==> src/hdl/spp_pkg.sv <==
`timescale 1ns / 1ps
// ----------------------------------------------------------------------------
// spp_pkg
// Shared types, constants and helpers of the skinning matrix palette.
// ----------------------------------------------------------------------------
package spp_pkg;

   localparam int MAX_BONES_DEF = 64;
   localparam int FRAC_BITS_DEF = 16;
   localparam int NUM_LANES     = 4;
   localparam int NUM_PAIRS     = 8;

   typedef enum logic [1:0] {
      REQ_LOAD_REST = 2'd0,
      REQ_LOAD_OFF  = 2'd1,
      REQ_POSE      = 2'd2,
      REQ_POSE_REST = 2'd3
   } req_kind_type;

   typedef enum logic [3:0] {
      ST_CLEAR,
      ST_IDLE,
      ST_LOAD,
      ST_REST_RD,
      ST_PAR_RD,
      ST_PAR_CHK,
      ST_GLB_RD,
      ST_MUL_GLB,
      ST_COPY,
      ST_OFF,
      ST_MUL_RES,
      ST_EMIT
   } state_type;

   // pair p holds element 2p in bits 31..0 and element 2p+1 in bits 63..32
   typedef logic [NUM_PAIRS-1:0][63:0] mat_type;

   typedef struct packed {
      logic       valid;
      logic       first;
      logic       last;
      logic [1:0] row;
   } lane_ctl_type;

   function automatic logic signed [31:0] mat_elem(mat_type m, logic [1:0] r, logic [1:0] c);
      logic [63:0] p;
      p = m[{r, c[1]}];
      return c[0] ? p[63:32] : p[31:0];
   endfunction

endpackage

==> src/hdl/spp_merge.sv <==
`timescale 1ns / 1ps
// ----------------------------------------------------------------------------
// spp_merge
// Saturate the lane sums to 32 bits and pack them as one result row.
// ----------------------------------------------------------------------------
module spp_merge #(
   parameter int ACC_W = 50
) (
   input  spp_pkg::lane_ctl_type                          ctl_in,
   input  logic signed [spp_pkg::NUM_LANES-1:0][ACC_W-1:0] acc_in,
   output spp_pkg::lane_ctl_type                          row_ctl,
   output logic [1:0][63:0]                               row_pairs
);
   import spp_pkg::*;

   localparam logic signed [ACC_W-1:0] SAT_HI = ACC_W'(64'sh7FFF_FFFF);
   localparam logic signed [ACC_W-1:0] SAT_LO = ~SAT_HI;

   logic [NUM_LANES-1:0][31:0] sat;

   always_comb begin
      for (int i = 0; i < NUM_LANES; i++) begin
         if ($signed(acc_in[i]) > SAT_HI) begin
            sat[i] = 32'h7FFF_FFFF;
         end else if ($signed(acc_in[i]) < SAT_LO) begin
            sat[i] = 32'h8000_0000;
         end else begin
            sat[i] = acc_in[i][31:0];
         end
      end
   end

   assign row_ctl   = ctl_in;
   assign row_pairs = {sat[3], sat[2], sat[1], sat[0]};

endmodule

==> config.mk <==
export PLATFORM = sky130hd
export DESIGN_NAME = spp_merge
export DESIGN_NICKNAME = d
export VERILOG_FILES = /design/src/hdl/spp_pkg.sv /design/src/hdl/spp_merge.sv
export SDC_FILE = /design/constraint.sdc
export NUM_CORES = 1
export LEC_CHECK = 0
export ABC_CLOCK_PERIOD_IN_PS = 2900
export BUFFER_PORTS_ARGS = -buffer_cell sky130_fd_sc_hd__clkbuf_2
export CORE_AREA = 2 2 133 135
export DETAILED_ROUTE_END_ITERATION = 6
export DIE_AREA = 0 0 135 137
export SYNTH_ARGS = -nofsm -noshare
export SYNTH_HDL_FRONTEND = slang
export SYNTH_SLANG_ARGS = --single-unit
==> constraint.sdc <==
create_clock -name vclk -period 2.9
set_clock_uncertainty 0.15 [all_clocks]
set_input_delay 0.435 -clock vclk [all_inputs]
set_output_delay 0.435 -clock vclk [all_outputs]
set_load 0.02 [all_outputs]
==> out/metrics.sh <==
OUTCOME='finished clean'
SYNTHESIS.AREA_PER_INSTANCE_SQ_UM=7.30
DETAIL_ROUTE.FIRST_PASS.ITERATIONS=6
FINAL_WTD_CONGESTION=0.814
TIMING.SETUP.TNS_NS=0
CELLLEAKAGEPOWER_nW=1.92
MAXSLEWHEADROOM=0.618
SLOWEST_STAGE_CELL_CRIT_PATH='nor4_1'
FINAL_NON_FILLER_CELL_AREA_SQ_MM=0.00342
GRT_UTIL_OVERALL=0.0968
SEQ_PWR_SHARE=0
ROUTE.FINAL.WIRE_LENGTH_MM=10.4
UNREPAIRED_SETUP_ENDPOINTS_AFTER_GLOBAL_ROUTING='no'
SYNTH_CELLS=213
END_KIND='output pin'
GRT_MAX_DEGREE=32
FP.DIEAREA_SQ_MM=0.0185
YOSYS-TOP-CELLS-COUNT='93 x o21a_1, 31 x a21o_1, 16 x clkbuf_1, 16 x nand4_1, 16 x nor4_1'
SEQ_AREA_SQ_UM=0
SWITCHINGPOWER_uW=349
FINAL_LAYOUT_SIZE_SUFFIX_GT1_FRAC=0.675
DRTITER0DRC=98
CRITICAL_PATH.CELL_CHAIN='clkbuf_2 -> nor4_1 -> buf_4 -> and3_1 -> a31oi_4 -> buf_4 -> o21a_1 -> clkbuf_2'
LAYOUT.CLOCK_BUFFERS=0
MULTI_INPUT_COMB_AREA_SQ_MM=0.00136
FLOORPLAN.CORE_AREA_SQ_MM=0.0171
FINAL_WORST_PATH_PERIOD_NEED_NS=2.62
POST_CTS.RESIZED_INSTANCES=0
SUMMED_INSTANCE_AREA_OF_THE_SYNTHESIZED_NETLIST_SQ_MM=0.00155
CRITICAL_PATH_ARRIVAL_NS=2.03
DPL.HPWL_MM=9.50
VDD.IR_DROP.WORST_V=0.0000541
AREA.GROWTH.SYNTH_TO_FINAL_PCT=120
YS.WARNINGS.COUNT=0
NETLIST.TOP_CELL.BY_AREA='o21a_1'
NUM_ROWS=48
SYNTHDISTINCTLIBCELLS=15
HOLD_VIOLATIONS=0
PERIOD_SHARE=0.902
INTERNAL-POWER_uW=264
POWER.DENSITY_CELL_AREA_mW_PER_MM2=179
TIMING.SETUP.CRITICAL_PATH_CLASS='in -> out'
SYNTH.MOST_COMMON_CELL='o21a_1'
MAXIMUM_FANOUT_ENCOUNTERED_ON_THE_CRITICAL_TIMING_PATH=10
SYN-NUM-NETS=418
MAX_STAGE_DELAY_NS=0.33
PWR-SHARE-COMB=1.000
DP_CELLS=745
TIMING.HOLD.WS_NS=0.720
CRIT_BUF_INV=4
SEQUENTIAL_CELL_TOTAL=0
SWITCHING_PORTION_OF_TOTAL_POWER=0.570
DESIGN_POWER_TOTAL_uW=613
VIAS_IN_THE_FIRST_GLOBAL_ROUTE=2623
GRT_FIRST_PASS_WIRELENGTH_MM=13.9
NUMBER_OF_NETS_IN_THE_FINISHED_DESIGN=727
IOS=338
FLOORPLAN.INITIALDENSITY=0.0911
HOLD_CLASS='in -> out'
CTS_SETUP_BUFFERS=0
GRT_OVERFLOW=0
NUMBER_OF_FILLER_INSTANCES_IN_THE_FINAL_LAYOUT=1935
CRITICAL-PATH-TOP-DELAY-FAMILY='buffers and inverters'
CRITICAL_PATH.STARTPOINT_TYPE='input port'
PLACEMENT.IO_BUFFERS=328
DRC=0
CLOCKPOWERSHARE=0
MAXIMUM_CAPACITANCE_VIOLATIONS=0
NON_FILLER_CELLS_IN_THE_FINISHED_LAYOUT=747
POST_DP_CELL_AREA_SQ_MM=0.00342
FMAX_MHz=382
MAX_SLEW.WORST_PIN.SLEW_NS=0.568
FINALSETUPVIOLCOUNT=0
WORST-ENDPOINT-REQUIRED_NS=2.32
DIE_Y_UM=137
VIAS_PER_CELL=3.95
YS_SEQ_AREA_FRAC=0
DR_TOTAL_VIAS=2954
HOLD_BUFFERS=0
DIE_X_UM=135
SYNTH_TOP_AREA_SHARE=0.449
TOTAL_COUNT_OF_MAX_TRANSITION_VIOLATIONS_IN_THE_FINAL_REPORT=0
INITIAL_ANTENNA_VIOLATION_COUNT=2
YS_TOP_CELLS_BY_AREA='o21a_1 45%, a21o_1 15%, buf_6 8.7%'
WIRE_LENGTH_PER_CELL_AFTER_DETAILED_ROUTING_UM=13.9
ANTENNA_LEFT=0
-- final timing paths --
check | endpoint | slack, ns | cells past startpoint | from
setup / recovery | row_pairs[10] | 0.28 | 8 | acc_in[48]
hold / removal | row_ctl[3] | 0.72 | 0 | ctl_in[3]
-- placed cells by master, fill, tap and decap left out --
cell type / count
or3_1: 1
nor4_1: 16
and3_1: 4
or4_4: 3
nor2_1: 4
o21a_1: 93
o21ai_4: 3
nand4_1: 16
buf_12: 4
buf_4: 8
clkbuf_2: 328
nand2_1: 4
a31oi_2: 3
diode_2: 2
a21o_1: 31
a31oi_4: 1
o31ai_4: 1
-- area by class of cell --
cell class / instances / area share
tap: 225 / 0.0822
timing repair buffer: 340 / 0.520
antenna: 2 / 0.00146
multi-input combinational: 180 / 0.396
-- metrics by stage --
stage               setup slack, ns   util
finish                        0.283  0.201
global route                  0.129  0.200
CTS                           0.202  0.200
detailed placement            0.217  0.200
global placement              0.188  0.200
floorplan                     0.723      -
-- logic make-up (layout without fill, tap and decap cells) --
family	Yosys count	count (layout)	synth area share
AO/OA/AOI/OAI	132	132	0.660
AND/OR/NAND/NOR	48	48	0.190
buffers and inverters	33	340	0.150
other	0	2	0
-- per-layer routing --
| layer | share of wire | vias to the layer above | GRT usage |
|---|---|---|---|
| met3 | 0.12 | 12 | 0.0296 |
| li1 | - | 1443 | - |
| met2 | 0.51 | 213 | 0.195 |
| met5 | 0 | - | 0 |
| met1 | 0.36 | 1286 | 0.0985 |
| met4 | 0.018 | 0 | 0.0168 |
-- power groups by stage --
| stage | Sequential [mW] | Combinational (mW) | Clock [mW] |
|---|---|---|---|
| after floorplan | 0 | 0.333 | 0 |
| after global placement | 0 | 0.617 | 0 |
| after detailed placement | 0 | 0.619 | 0 |
| after CTS | 0 | 0.622 | 0 |
| after global routing | 0 | 0.659 | 0 |
| final | 0 | 0.613 | 0.0000000924 |
Power figures use the tool's default switching activity.
