[config.mk]
export PLATFORM = sky130hd
export DESIGN_NAME = spp_lane
export DESIGN_NICKNAME = d
export VERILOG_FILES = /design/src/hdl/spp_pkg.sv /design/src/hdl/spp_lane.sv
export SDC_FILE = /design/constraint.sdc
export NUM_CORES = 2
export LEC_CHECK = 0
export BUFFER_PORTS_ARGS = -buffer_cell sky130_fd_sc_hd__buf_2
export CAP_MARGIN = 20
export CORE_MARGIN = 2
export CORE_UTILIZATION = 50
export CTS_CLUSTER_SIZE = 28
export DETAILED_ROUTE_END_ITERATION = 12
export PLACE_DENSITY = 0.74
export SLEW_MARGIN = 25
export SYNTH_ARGS = -nofsm -noshare
export SYNTH_HDL_FRONTEND = slang
export SYNTH_SLANG_ARGS = --single-unit
export TNS_END_PERCENT = 30
[constraint.sdc]
create_clock -name clock -period 11 [get_ports clock]
set_clock_uncertainty 0.1 [all_clocks]
set_input_delay 1.1 -clock clock [delete_from_list [all_inputs] [get_ports clock]]
set_output_delay 1.1 -clock clock [all_outputs]
set_load 0.02 [all_outputs]
[src/hdl/spp_pkg.sv]
`timescale 1ns / 1ps
// ----------------------------------------------------------------------------
// spp_pkg
// Shared types, constants and helpers of the skinning matrix palette.
// ----------------------------------------------------------------------------
package spp_pkg;

   localparam int MAX_BONES_DEF = 64;
   localparam int FRAC_BITS_DEF = 16;
   localparam int NUM_LANES     = 4;
   localparam int NUM_PAIRS     = 8;

   typedef enum logic [1:0] {
      REQ_LOAD_REST = 2'd0,
      REQ_LOAD_OFF  = 2'd1,
      REQ_POSE      = 2'd2,
      REQ_POSE_REST = 2'd3
   } req_kind_type;

   typedef enum logic [3:0] {
      ST_CLEAR,
      ST_IDLE,
      ST_LOAD,
      ST_REST_RD,
      ST_PAR_RD,
      ST_PAR_CHK,
      ST_GLB_RD,
      ST_MUL_GLB,
      ST_COPY,
      ST_OFF,
      ST_MUL_RES,
      ST_EMIT
   } state_type;

   // pair p holds element 2p in bits 31..0 and element 2p+1 in bits 63..32
   typedef logic [NUM_PAIRS-1:0][63:0] mat_type;

   typedef struct packed {
      logic       valid;
      logic       first;
      logic       last;
      logic [1:0] row;
   } lane_ctl_type;

   function automatic logic signed [31:0] mat_elem(mat_type m, logic [1:0] r, logic [1:0] c);
      logic [63:0] p;
      p = m[{r, c[1]}];
      return c[0] ? p[63:32] : p[31:0];
   endfunction

endpackage

[src/hdl/spp_lane.sv]
`timescale 1ns / 1ps
// ----------------------------------------------------------------------------
// spp_lane
// One result column: multiply, floor-shift and accumulate over the k terms.
// ----------------------------------------------------------------------------
module spp_lane #(
   parameter int FRAC_BITS = 16,
   parameter int ACC_W     = 50
) (
   input  logic                       clock,
   input  logic                       reset,
   input  spp_pkg::lane_ctl_type      ctl_in,
   input  logic signed [31:0]         op_a,
   input  logic signed [31:0]         op_b,
   output spp_pkg::lane_ctl_type      ctl_out,
   output logic signed [ACC_W-1:0]    acc_out
);
   import spp_pkg::*;

   logic signed [63:0]      prod_ff;
   lane_ctl_type            c1_ff;
   lane_ctl_type            c2_ff;
   logic signed [ACC_W-1:0] acc_ff;
   logic signed [63:0]      shifted;
   logic signed [ACC_W-1:0] acc_in;

   assign shifted = prod_ff >>> FRAC_BITS;
   assign acc_in  = (c1_ff.first ? '0 : acc_ff) + ACC_W'(shifted);

   always_ff @(posedge clock) begin
      if (reset) begin
         c1_ff <= '0;
         c2_ff <= '0;
      end else begin
         c1_ff <= ctl_in;
         c2_ff <= c1_ff;
      end
      prod_ff <= op_a * op_b;
      if (c1_ff.valid) begin
         acc_ff <= acc_in;
      end
   end

   assign ctl_out = c2_ff;
   assign acc_out = acc_ff;

endmodule

==> impl_metrics.json <==
{
  "grtUsageTotal": 0.272,
  "crit_type": "in -> reg",
  "setup.worst_path.start": "op_a[31]",
  "postCtsHoldBufs": 0,
  "io_pins": 126,
  "seqCellArea_sq_um": 2670,
  "synth_ff_type": "dfxtp_1",
  "multi_input_area_sq_um": 33900,
  "synth_top_area_share": 0.529,
  "setup_tns_ns": 0,
  "max_freq_ghz": 0.110,
  "endpoint_kind": "register",
  "grt_first_pass_wirelength_um": 177000,
  "tightestPinTransition_ns": 0.951,
  "worstHoldPathType": "reg -> reg",
  "start_kind": "primary input",
  "yosysWarningCount": 0,
  "place.gp.congestion": 0.926,
  "remaining_drc_errors": 0,
  "yosysMostFrequentCell": "fa_1",
  "cts-root-buf": "clkbuf_16",
  "synth_edf_count": 50,
  "grt_max_degree": 47,
  "netlist-cell-type-count": 71,
  "dieHeight_um": 290,
  "cts_tree": "built",
  "viasPerCell": 5.43,
  "dpl.hpwl_um": 86500,
  "cap_violations": 0,
  "cts_resized": 0,
  "drive_above_1_share": 0.0455,
  "drt_iter0_markers": 1695,
  "start_util": 0.506,
  "cts_buffers": 9,
  "synthTopCellsByCount": "fa_1 (1082), inv_1 (953), nand2_1 (529)",
  "synthesis.area_sq_um": 40900,
  "period_minus_slack_ns": 9.10,
  "ant_nets": 0,
  "r2r_start": "c1_ff[3]",
  "grt_pass1_vias": 33000,
  "routedWlPerCell_um": 20.3,
  "outcome": "finished, final reports clean",
  "portBuffers": 125,
  "core_sq_um": 80800,
  "clock_path_buffers": 2,
  "netlist_top_cells_area": "fa_1 (53%), inv_1 (8.7%), and2_1 (8.0%)",
  "h-tree-depth": 3,
  "drt-total-wl_um": 107000,
  "antenna_found_initial": 1,
  "setup_violations": 0,
  "rsz0062_at_grt": "no",
  "fillers": 7195,
  "postSynthCellCount": 4266,
  "finalCritPeriodShare": 0.827,
  "required_ns": 11.19,
  "ys_async_sr_fraction": 0,
  "finalMaxSlewViolations": 0,
  "cp.arrival_ns": 9.29,
  "clkTransAtPathRegs_ns": 0.07,
  "hold_viol_final": 0,
  "area_delta_synth_final_pct": 4.33,
  "fp.dieW_um": 290,
  "max_slew_margin": 0.360,
  "fp-row-count": 104,
  "clkSinkCount": 108,
  "syn-num-nets": 5648,
  "routed-via-count": 28800,
  "hp-start": "c1_ff[1]",
  "postCtsSetupBuffers": 0,
  "overflow": 0,
  "synth_seq_cells": 108,
  "syn_area_per_cell_sq_um": 9.59,
  "crit_path_max_fanout": 32,
  "worstSkewPairLatency_ns": 0.36,
  "die_area_sq_um": 84200,
  "dr.pass1.iters": 5,
  "synth_top_cell_by_area": "fa_1",
  "yosysSeqAreaShare": 0.0651,
  "nets": 5615
}
metal layers:
metal,track usage,up-vias,part of all wire
met5,0,-,0
met4,0.166,0,0.074
met3,0.0414,400,0.059
met2,0.492,1066,0.52
met1,0.303,14900,0.35
li1,-,12400,-
final cells by class:
type	instances	share of cell area
multi-input cells	2999	0.794
inverters	953	0.0838
diodes	4	0.000234
clock inverters	5	0.000908
repair buffers	162	0.0212
flip-flops and latches	108	0.0624
well taps	1060	0.0311
clock buffers	11	0.00618
cell usage in the layout (no fill, tap or decap), types with 3 or more instances in the layout:
| cell | instances |
|---|---|
| nor3_1 | 13 |
| and2_1 | 525 |
| or2_2 | 3 |
| xor2_1 | 27 |
| a21boi_0 | 4 |
| xnor2_1 | 75 |
| dfxtp_1 | 56 |
| a21o_1 | 44 |
| a211oi_1 | 12 |
| buf_2 | 125 |
| o21bai_1 | 13 |
| ha_1 | 229 |
| nand2_1 | 529 |
| clkbuf_16 | 10 |
| o31ai_1 | 6 |
| nand4_1 | 12 |
| nor2b_1 | 72 |
| inv_1 | 953 |
| o21ai_1 | 4 |
| and3_1 | 12 |
| buf_4 | 37 |
| a31oi_1 | 12 |
| nor2_1 | 74 |
| nand2b_1 | 22 |
| a21oi_1 | 87 |
| o21ai_0 | 47 |
| nand3_1 | 17 |
| or3_1 | 5 |
| o21a_1 | 11 |
| o211ai_1 | 6 |
| edfxtp_1 | 50 |
| fa_1 | 1082 |
| diode_2 | 4 |
| nand4b_1 | 3 |
| o311a_1 | 3 |
cell families after synthesis:
logic type               synth area share
adder cells (fa/ha/maj)             0.599
AND/OR/NAND/NOR                     0.162
buffers and inverters               0.106
AO/OA/AOI/OAI                      0.0449
flip-flops                         0.0651
XOR/XNOR                           0.0218
multiplexers                     0.000520
metrics by stage:
stage / hold slack (ns) / setup slack, ns / cell area (sq um) / std cells / util
after floorplan: 0.314 / 2.41 / 40900 / 4266 / -
after global placement: 0.321 / 1.67 / 42400 / 5282 / 0.525
after detailed placement: 0.327 / 1.56 / 42400 / 5282 / 0.525
after CTS: 0.344 / 1.92 / 42700 / 5298 / 0.528
after global routing: 0.358 / 1.35 / 42700 / 5298 / 0.528
final: 0.340 / 1.90 / 42700 / 5302 / 0.528
worst max-delay path: stages:
cell,delay (ns)
buf_2,0.45
nand2_1,0.17
inv_1,0.16
fa_1,0.45
fa_1,0.50
fa_1,0.93
inv_1,0.14
fa_1,0.87
inv_1,0.38
fa_1,0.55
fa_1,0.54
inv_1,0.05
fa_1,0.46
fa_1,0.51
inv_1,0.04
ha_1,0.34
a21oi_1,0.22
o21bai_1,0.09
a21oi_1,0.20
o21bai_1,0.08
a21oi_1,0.15
nor2b_1,0.07
or3_1,0.34
a21o_1,0.18
a21oi_1,0.18
xnor2_1,0.13
flip-flops by register name (all words and copies together) (netlist names):
signal,flops
acc_out,50
prod_ff,48
c1_ff,5
ctl_out,5
path summary, 6_finish.rpt:
check                                    to  slack [ns]  cells past startpoint
worst max register to register  acc_out[48]        6.64                     13
worst max-delay path            prod_ff[62]        1.90                     26
worst min-delay path             ctl_out[1]        0.34                      1
worst min register to register   ctl_out[1]        0.34                      1
Power is not shown: default switching activity piles up to over one toggle a cycle in this logic, so the estimate is an artifact.
